`config.mk`:
```
export PLATFORM = sky130hd
export DESIGN_NAME = bfs_hop_distance
export DESIGN_NICKNAME = d
export VERILOG_FILES = /design/src/rtl/bhd_pkg.sv /design/src/rtl/bhd_ctrl.sv /design/src/rtl/bhd_datapath.sv /design/src/rtl/bfs_hop_distance.sv
export SDC_FILE = /design/constraint.sdc
export NUM_CORES = 1
export LEC_CHECK = 0
export BUFFER_PORTS_ARGS = -buffer_cell sky130_fd_sc_hd__buf_2
export CAP_MARGIN = 20
export CORE_ASPECT_RATIO = 1.5
export CORE_MARGIN = 2
export CORE_UTILIZATION = 55
export CTS_CLUSTER_DIAMETER = 100
export DETAILED_ROUTE_END_ITERATION = 16
export PLACE_DENSITY_LB_ADDON = 0.25
export SYNTH_ARGS = -nofsm -noshare
export SYNTH_HDL_FRONTEND = slang
export SYNTH_SLANG_ARGS = --single-unit
```
`constraint.sdc`:
```
create_clock -name clock -period 3.9 [get_ports clock]
set_clock_uncertainty 0.15 [all_clocks]
set_input_delay 0.585 -clock clock [delete_from_list [all_inputs] [get_ports clock]]
set_output_delay 0.585 -clock clock [all_outputs]
set_load 0.01 [all_outputs]
```
`src/rtl/bhd_pkg.sv`:
```
package bhd_pkg;

   localparam int MAX_VERTICES_DEFAULT = 16;
   localparam logic [4:0] NUM_VERTICES_RESET = 5'd16;
   localparam logic [3:0] HOP_COUNT_MAX = 4'd15;

   localparam logic CMD_ADD_EDGE = 1'b0;
   localparam logic CMD_QUERY    = 1'b1;

   typedef struct packed {
      logic       cmd;
      logic [3:0] from_vertex;
      logic [3:0] to_vertex;
   } req_item_type;

   typedef struct packed {
      logic       reachable;
      logic [3:0] hop_count;
      logic       bad_vertex;
   } rsp_item_type;

   typedef enum logic {
      ST_IDLE,
      ST_SEARCH
   } state_type;

   // controller to datapath
   typedef struct packed {
      logic load_query;
      logic add_edge;
      logic step;
      logic emit;
   } dp_cmd_type;

   // datapath to controller
   typedef struct packed {
      logic done;
   } dp_status_type;

endpackage

```
`src/rtl/bhd_ctrl.sv`:
```
module bhd_ctrl
   import bhd_pkg::*;
(
   input  logic          clock,
   input  logic          reset,
   input  logic          req_valid,
   input  logic          req_cmd,
   output logic          req_ready,
   output logic          rsp_valid,
   input  logic          rsp_ready,
   input  dp_status_type status,
   output dp_cmd_type    dp_cmd
);

   state_type state_ff, state_in;
   logic      rsp_valid_ff, rsp_valid_in;
   logic      out_free;

   always_ff @(posedge clock) begin
      if (reset) begin
         state_ff     <= ST_IDLE;
         rsp_valid_ff <= 1'b0;
      end else begin
         state_ff     <= state_in;
         rsp_valid_ff <= rsp_valid_in;
      end
   end

   assign out_free = !rsp_valid_ff || rsp_ready;

   always_comb begin
      state_in  = state_ff;
      dp_cmd    = '0;
      req_ready = 1'b0;
      case (state_ff)
         ST_IDLE: begin
            req_ready = 1'b1;
            if (req_valid) begin
               if (req_cmd == CMD_QUERY) begin
                  dp_cmd.load_query = 1'b1;
                  state_in          = ST_SEARCH;
               end else begin
                  dp_cmd.add_edge = 1'b1;
               end
            end
         end
         ST_SEARCH: begin
            if (status.done) begin
               // hold the finished search until the output register frees up
               if (out_free) begin
                  dp_cmd.emit = 1'b1;
                  state_in    = ST_IDLE;
               end
            end else begin
               dp_cmd.step = 1'b1;
            end
         end
         default: state_in = ST_IDLE;
      endcase
   end

   assign rsp_valid_in = dp_cmd.emit || (rsp_valid_ff && !rsp_ready);
   assign rsp_valid    = rsp_valid_ff;

endmodule

```
`src/rtl/bhd_datapath.sv`:
```
module bhd_datapath
   import bhd_pkg::*;
#(
   parameter int MAX_VERTICES = MAX_VERTICES_DEFAULT
)
(
   input  logic          clock,
   input  logic          reset,
   input  req_item_type  req_item,
   input  logic          csr_write_enable,
   input  logic [4:0]    csr_write_data,
   input  dp_cmd_type    dp_cmd,
   output dp_status_type status,
   output rsp_item_type  rsp_item
);

   localparam int LW = $clog2(MAX_VERTICES + 1);
   localparam int CW = (LW > 5) ? LW : 5;
   localparam int HW = (LW > 4) ? LW : 4;

   logic [MAX_VERTICES-1:0] adj_ff [MAX_VERTICES];
   logic [MAX_VERTICES-1:0] visited_ff, visited_in;
   logic [MAX_VERTICES-1:0] frontier_ff, frontier_in;
   logic [LW-1:0]           level_ff, level_in;
   logic [3:0]              dst_ff;
   logic                    bad_ff;
   logic [4:0]              num_vertices_ff;
   rsp_item_type            rsp_ff, rsp_in;

   logic [CW-1:0]           src_ext, dst_ext, nv_ext, dst_ff_ext;
   logic [MAX_VERTICES-1:0] src_bits, dst_bits, target_bits, live, expand;
   logic                    bad_req, dst_hit;
   logic [HW-1:0]           level_ext;

   assign src_ext    = CW'(req_item.from_vertex);
   assign dst_ext    = CW'(req_item.to_vertex);
   assign dst_ff_ext = CW'(dst_ff);
   assign nv_ext     = CW'(num_vertices_ff);

   assign bad_req = (src_ext >= nv_ext) || (dst_ext >= nv_ext) ||
                    (src_ext >= CW'(MAX_VERTICES)) || (dst_ext >= CW'(MAX_VERTICES));

   always_comb begin
      for (int v = 0; v < MAX_VERTICES; v++) begin
         src_bits[v]    = (src_ext == CW'(v));
         dst_bits[v]    = (dst_ext == CW'(v));
         target_bits[v] = (dst_ff_ext == CW'(v));
         live[v]        = (nv_ext > CW'(v));
      end
   end

   // union of the rows of every frontier vertex, limited to live vertices not yet visited
   always_comb begin
      expand = '0;
      for (int v = 0; v < MAX_VERTICES; v++) begin
         if (frontier_ff[v]) expand = expand | adj_ff[v];
      end
      expand = expand & live & ~visited_ff;
   end

   assign dst_hit     = |(visited_ff & target_bits);
   assign status.done = bad_ff || dst_hit || (frontier_ff == '0);

   always_comb begin
      visited_in  = visited_ff;
      frontier_in = frontier_ff;
      level_in    = level_ff;
      if (dp_cmd.load_query) begin
         visited_in  = src_bits;
         frontier_in = src_bits;
         level_in    = '0;
      end else if (dp_cmd.step) begin
         visited_in  = visited_ff | expand;
         frontier_in = expand;
         level_in    = level_ff + LW'(1);
      end
   end

   assign level_ext = HW'(level_ff);

   always_comb begin
      rsp_in            = rsp_ff;
      if (dp_cmd.emit) begin
         rsp_in.bad_vertex = bad_ff;
         rsp_in.reachable  = !bad_ff && dst_hit;
         rsp_in.hop_count  = '0;
         if (!bad_ff && dst_hit) begin
            rsp_in.hop_count = (level_ext > HW'(HOP_COUNT_MAX)) ?
                               HOP_COUNT_MAX : level_ext[3:0];
         end
      end
   end

   always_ff @(posedge clock) begin
      if (reset) begin
         for (int v = 0; v < MAX_VERTICES; v++) adj_ff[v] <= '0;
         num_vertices_ff <= NUM_VERTICES_RESET;
      end else begin
         if (csr_write_enable) num_vertices_ff <= csr_write_data;
         // drop edges with an out-of-range vertex
         if (dp_cmd.add_edge && !bad_req) begin
            for (int v = 0; v < MAX_VERTICES; v++) begin
               if (src_bits[v]) adj_ff[v] <= adj_ff[v] | dst_bits;
            end
         end
      end
   end

   always_ff @(posedge clock) begin
      visited_ff  <= visited_in;
      frontier_ff <= frontier_in;
      level_ff    <= level_in;
      rsp_ff      <= rsp_in;
      if (dp_cmd.load_query) begin
         dst_ff <= req_item.to_vertex;
         bad_ff <= bad_req;
      end
   end

   assign rsp_item = rsp_ff;

endmodule

```
`src/rtl/bfs_hop_distance.sv`:
```
// Add-edge item: accepted while idle, no result.
// Query item: accepted while idle; L frontier levels are expanded (at most MAX_VERTICES), then the result
// is registered once the output register is free; the search loop expands one level per cycle.
// Throughput: one item at a time; a new item is taken once the search has handed off.
// Reset (synchronous): clears the adjacency matrix, sets num_vertices to 16, idles.
module bfs_hop_distance
   import bhd_pkg::*;
#(
   parameter int MAX_VERTICES = MAX_VERTICES_DEFAULT
)
(
   input  logic         clock,
   input  logic         reset,
   input  logic         req_valid,
   output logic         req_ready,
   input  req_item_type req_item,
   output logic         rsp_valid,
   input  logic         rsp_ready,
   output rsp_item_type rsp_item,
   input  logic         csr_write_enable,
   input  logic [4:0]   csr_write_data
);

   dp_cmd_type    dp_cmd;
   dp_status_type status;

   bhd_ctrl u_ctrl (
      .clock     (clock),
      .reset     (reset),
      .req_valid (req_valid),
      .req_cmd   (req_item.cmd),
      .req_ready (req_ready),
      .rsp_valid (rsp_valid),
      .rsp_ready (rsp_ready),
      .status    (status),
      .dp_cmd    (dp_cmd)
   );

   bhd_datapath #(
      .MAX_VERTICES (MAX_VERTICES)
   ) u_datapath (
      .clock            (clock),
      .reset            (reset),
      .req_item         (req_item),
      .csr_write_enable (csr_write_enable),
      .csr_write_data   (csr_write_data),
      .dp_cmd           (dp_cmd),
      .status           (status),
      .rsp_item         (rsp_item)
   );

   // a new result never overwrites one still waiting
   a_no_overwrite: assert property (@(posedge clock) disable iff (reset)
      !(dp_cmd.emit && rsp_valid && !rsp_ready))
      else $error("result overwritten while stalled");

   a_one_cmd: assert property (@(posedge clock) disable iff (reset)
      $onehot0({dp_cmd.load_query, dp_cmd.add_edge, dp_cmd.step, dp_cmd.emit}))
      else $error("more than one datapath command");

   a_bad_result: assert property (@(posedge clock) disable iff (reset)
      (rsp_valid && rsp_item.bad_vertex) |-> (!rsp_item.reachable && rsp_item.hop_count == '0))
      else $error("bad vertex result carries a distance");

   a_emit_after_search: assert property (@(posedge clock) disable iff (reset)
      dp_cmd.emit |-> status.done)
      else $error("result emitted before search finished");

endmodule
```
======== Yosys cells after proc, flatten, opt, wreduce, memory -nomap -nowiden ========
Memories as Yosys holds them, arrays and structs flattened.
Index checks and enable logic that the tools add are counted.
operators by class
  bitwise logic cells ..................... 53
  eq/ne operators ......................... 45
  add/sub/neg operators ................... 1
  reductions and logical operators ........ 20
  magnitude comparators ................... 21
  mux-type cells .......................... 116
operator list
  operator             number
  $mux 16              36
  $or 16x16->16        32
  $eq 4x4->1 const B   24
  $mux 1               75
  $and 16x16->16       3
  $eq 4x3->1 const B   12
  $gt 5x4->1 const B   9
  $eq 4x2->1 const B   6
  $gt 5x3->1 const B   4
  $logic_not 16->1     1
  $not 16->16          1
  $or 1x1->1           16
  $reduce_or 16->1     1
  $logic_not 5->1      3
  $eq 4x1->1 const B   3
  $ge 4x5->1           2
  $ge 4x5->1 const B   2
  $gt 5x1->1 const B   2
  $gt 5x2->1 const B   2
  $logic_or 1x1->1     7
  $mux 2               3
  $add 5x1->5 const B  1
  $logic_not 1->1      4
  $mux 4               1
  other kinds (4)      6
storage, ports and cells
  register bits after elaboration ......... 55
  output and inout bits ................... 8
  logic and storage cells ................. 268
  memories kept ........................... 1
  bits of input ports ..................... 19
  memory bits (writable) .................. 256
memories
  name               words  bits a word  read ports  clocked after Yosys merged registers in  write ports  line                text
  u_datapath.adj_ff  16     16           16          0                                        16           bhd_datapath.sv:21  logic [MAX_VERTICES-1:0] adj_ff [MAX_VERTICES];

======== Logic depth before layout (Yosys ltp) ========
An unclocked memory read counts as a cell.
  depth after elaboration ................. 37
  mapped depth ............................ 11
  depth with buffers taken out ............ 8

======== Modules after synthesis ========
Synthesis repeated with hierarchy kept, for this count alone.
second synthesis, totals
  cell total of the unflattened synthesis .. 1330
  area, all modules ....................... 15219.6 um2
by module, submodules not included
  module        instances  cells an instance  area each (um2)  sequential area each (um2)
  bhd_datapath  1          1318               15115.7          9178.8
  bhd_ctrl      1          12                 103.8            40.0

======== Worst setup path before layout ========
OpenSTA, ideal clock, no wires.
  path type ............................... register -> register
  start point ............................. register u_datapath.dst_ff[2]
  end point ............................... register u_datapath.frontier_ff[0] (enable)
  period minus slack after synthesis ...... 2.821 ns
  data arrival time ....................... 2.279 ns
  buffers on the path ..................... 1
  stages on the path, launching flop included .. 6
  setup time .............................. 0.391 ns
  setup slack ............................. 1.079 ns
  data required time ...................... 3.359 ns
  cell sequence ........................... edfxtp_1 > buf_6 > mux2_4 > a2bb2oi_1 > a2111oi_4 > or3_1
between the ends
  word-level cells in the longest chain between the ends .. 8
  elaborated cells between the ends (all ways) .. 23
  classes of those cells .................. eq/ne: 15; mux: 2; bitwise: 1; reduce/logical: 5
ends and longest elaborated chain
  element                                   line                 text
  start, declared                           bhd_datapath.sv:25   logic [3:0] dst_ff;
  start signal, assigned                    bhd_datapath.sv:115  dst_ff <= req_item.to_vertex;
  $eq 4x1->1, or another cell as far along  bhd_datapath.sv:47   target_bits[v] = (dst_ff_ext == CW'(v));
  $and 16x16->16 (*)                        bhd_datapath.sv:61   assign dst_hit = |(visited_ff & target_bits);
  $reduce_or 16->1 (*)                      bhd_datapath.sv:61
  $logic_or 1x1->1 (*) (2 in a row)         bhd_datapath.sv:62   assign status.done = bad_ff || dst_hit || (frontier_ff == '0);
  $mux 1 (*)                                bhd_ctrl.sv:48       if (status.done) begin
  $mux 2 (*)                                bhd_ctrl.sv:35       case (state_ff)
  $reduce_bool 2->1 (no source line) (*)    n/a
  end signal, assigned                      bhd_datapath.sv:111  frontier_ff <= frontier_in;
  end, declared                             bhd_datapath.sv:23   logic [MAX_VERTICES-1:0] frontier_ff, frontier_in;
Every way passes the cells marked *; elsewhere a longest branch is shown, timed or not.
A chain may end at the register's enable or synchronous reset.

==> results.toml <==
[place]
dp_slack_ns = 0.448
dpl.hpwl_um = 31700
gp_congestion = 0.920
numPortBuffers = 26
dp_cells = 1629

[sta]
tns_ns = 0
whs_ns = 0.0560
period_needed_ns = 3.28
slew_headroom = 0.249
fin_ws_ns = 0.618
hold_violations = 0
rsz0062_at_grt = "no"
fmax_mhz = 305
setup_viol_count_final = 0
worst_pin_slew_ns = 1.13
fin_crit_sh = 0.842
slew_viol_final = 0

[floorplan]
dieWidth_um = 138
die_h_um = 206
ios = 27
initial_core_util = 0.561
die_area_sq_um = 28500
rows = 73
core_region_area_sq_um = 26600

[synthesis]
syn_avg_cell_area_sq_um = 11.1
syn_inst = 1347
netlist_area_sq_um = 14900
ys_warn_count = 0
ys_ff_latch = 311
syn_nets = 1376
synthFlopType = "edfxtp_1"
seq_area_frac_synth = 0.618
async_flop_share = 0
yosysUniqueCellTypes = 54
synth-edff-count = 299

[power_and_ir_drop]
p_leak_nw = 5.55
power.total_mw = 7.80
ir_drop_uv = 422
power_density_nw_per_um2 = 476

[grt]
met1_usage = 0.412
grt_max_degree = 95
top_usage_layer = "met2"
grt_pass1_vias = 11600
grt_usage = 0.339
grt_pass1_wl_um = 72400
antenna_found_initial = 1
grt_overflow_total = 0
met3_usage = 0.0796
grt_use_met2 = 0.539

[clock_tree]
cts_sinks = 311
hold_buffers = 0
cts_made_buffers = 29
clockBufferDepth = 3
cts_tree = "yes"
h-tree-depth = 1
cts_resized = 0
cts_root_buf = "clkbuf_16"
clk_pin_slew_ns = 0.07
cts_setup_buffers = 0
insertion_delay_ns = 0.58

[worst_setup_path]
criticalPathCategory = "reg -> reg"
endpoint_kind = "register"
crit_arrival_ns = 3.53
crit_fanout = 94
r2r_slack_ns = 0.62
worstPathRequired_ns = 4.15
startpoint_type = "register"

[final_layout]
diodes = 0
instances_no_fill = 1684
final_cell_mix = "edfxtp_1, nor2_1, o21ai_0"
finalNetCount = 1354
layout-drive-gt1-share = 0.114
final_common_cell = "edfxtp_1"
syn_to_final_growth_pct = 9.89

[drt]
routed_wirelength_um = 48500
firstDrtPassIters = 6
ant_nets = 0
drt_iter0_markers = 2052
routedWlPerCell_um = 28.8
via_per_inst = 7.15
drcViolationCount = 0
vias = 12000

[min_path]
worstHoldPathType = "in -> reg"

[flow_run]
drv_cap = 0

[outcome]
status = "complete, no violations"
## flip-flops by register name, indices dropped and copies added, names as in the netlist
name / flops
u_datapath.rsp_item: 6
u_ctrl.rsp_valid: 1
u_datapath.num_vertices_ff: 5
u_ctrl.state_ff: 1
u_datapath.visited_ff: 16
u_datapath.adj_ff: 256
u_datapath.dst_ff: 4
u_datapath.level_ext: 5
u_datapath.frontier_ff: 16
u_datapath.bad_ff: 1
## worst max-delay path, cell delays in order (launching register included)
cell	delay, ns
dfxtp_1	0.60
ha_1	0.31
nand2b_1	0.14
a21o_1	0.17
a21oi_1	0.18
o22a_1	0.63
inv_4	0.05
buf_4	0.45
nor3_1	0.35
## path summary, 6_finish.rpt
path                                                                  from  cells past startpoint                                    endpoint
worst min register to register        u_datapath.level_ext[3]$_SDFFE_PP0P_                      1        u_datapath.level_ext[3]$_SDFFE_PP0P_
worst max-delay path            u_datapath.num_vertices_ff[0]$_SDFFE_PP0P_                      8      u_datapath.adj_ff[0][47]$_SDFFCE_PN0P_
worst max register to register  u_datapath.num_vertices_ff[0]$_SDFFE_PP0P_                      8      u_datapath.adj_ff[0][47]$_SDFFCE_PN0P_
worst min-delay path                                     csr_write_data[4]                      2  u_datapath.num_vertices_ff[4]$_SDFFE_PP1P_
## synthesized netlist by cell type (all sizes together) (2+ instances only)
master,count,share of area
nor4,10,0.0042
a221oi,64,0.038
mux2i,13,0.0087
nand3,4,0.0013
o21bai,8,0.0040
or3,5,0.0021
a21oi,15,0.0050
a31oi,2,0.00084
a31o,16,0.0094
and3,2,0.00084
nand2b,9,0.0038
and4,10,0.0060
a21o,7,0.0035
ha,10,0.0084
a211o,2,0.0012
dfxtp,12,0.016
clkbuf,113,0.028
nor2b,7,0.0029
a22o,72,0.042
o21ai,178,0.060
nor3,170,0.057
o31a,2,0.0012
nand4,7,0.0029
nor2,223,0.056
inv,11,0.0028
buf,13,0.0039
o31ai,9,0.0045
o21a,5,0.0025
nand2,32,0.0081
edfxtp,299,0.60
## through the flow
step	utilization	cell area, sq um
floorplan	-	14900
global placement	0.579	15400
detailed placement	0.579	15400
CTS	0.616	16400
global route	0.617	16400
finish	0.617	16400
## where the power goes
group / internal [mW] / switching (mW) / leakage (nW) / total (mW)
Combinational: 0.242 / 0.580 / 1.94 / 0.822
Sequential: 3.85 / 0.132 / 3.13 / 3.98
Clock: 1.69 / 1.30 / 0.474 / 3.00
## cell type report
cell class	instances	area, sq um
clock buffer	30	729
clock inverter	23	254
fill	2088	10200
inverter	12	47.5
multi-input combinational	898	5220
sequential	311	9220
tap	337	422
timing repair buffer	73	502
## routing by layer
metal / wire length, um / share of wire / up-vias
met1: 16400 / 0.34 / 5756
met3: 5670 / 0.12 / 231
met4: 4240 / 0.087 / 2
met5: 39 / 0.00080 / -
met2: 22100 / 0.46 / 942
li1: - / - / 5112
## cells by family (layout without fill, tap and decap cells)
logic type | after synthesis | count (layout) | synth area share
AND/OR/NAND/NOR | 485 | 485 | 0.149
AO/OA/AOI/OAI | 388 | 388 | 0.178
flip-flops | 311 | 311 | 0.618
buffers and inverters | 138 | 138 | 0.0354
multiplexers | 15 | 15 | 0.0112
adder cells (fa/ha/maj) | 10 | 10 | 0.00839
(Power assumes the default switching activity.)
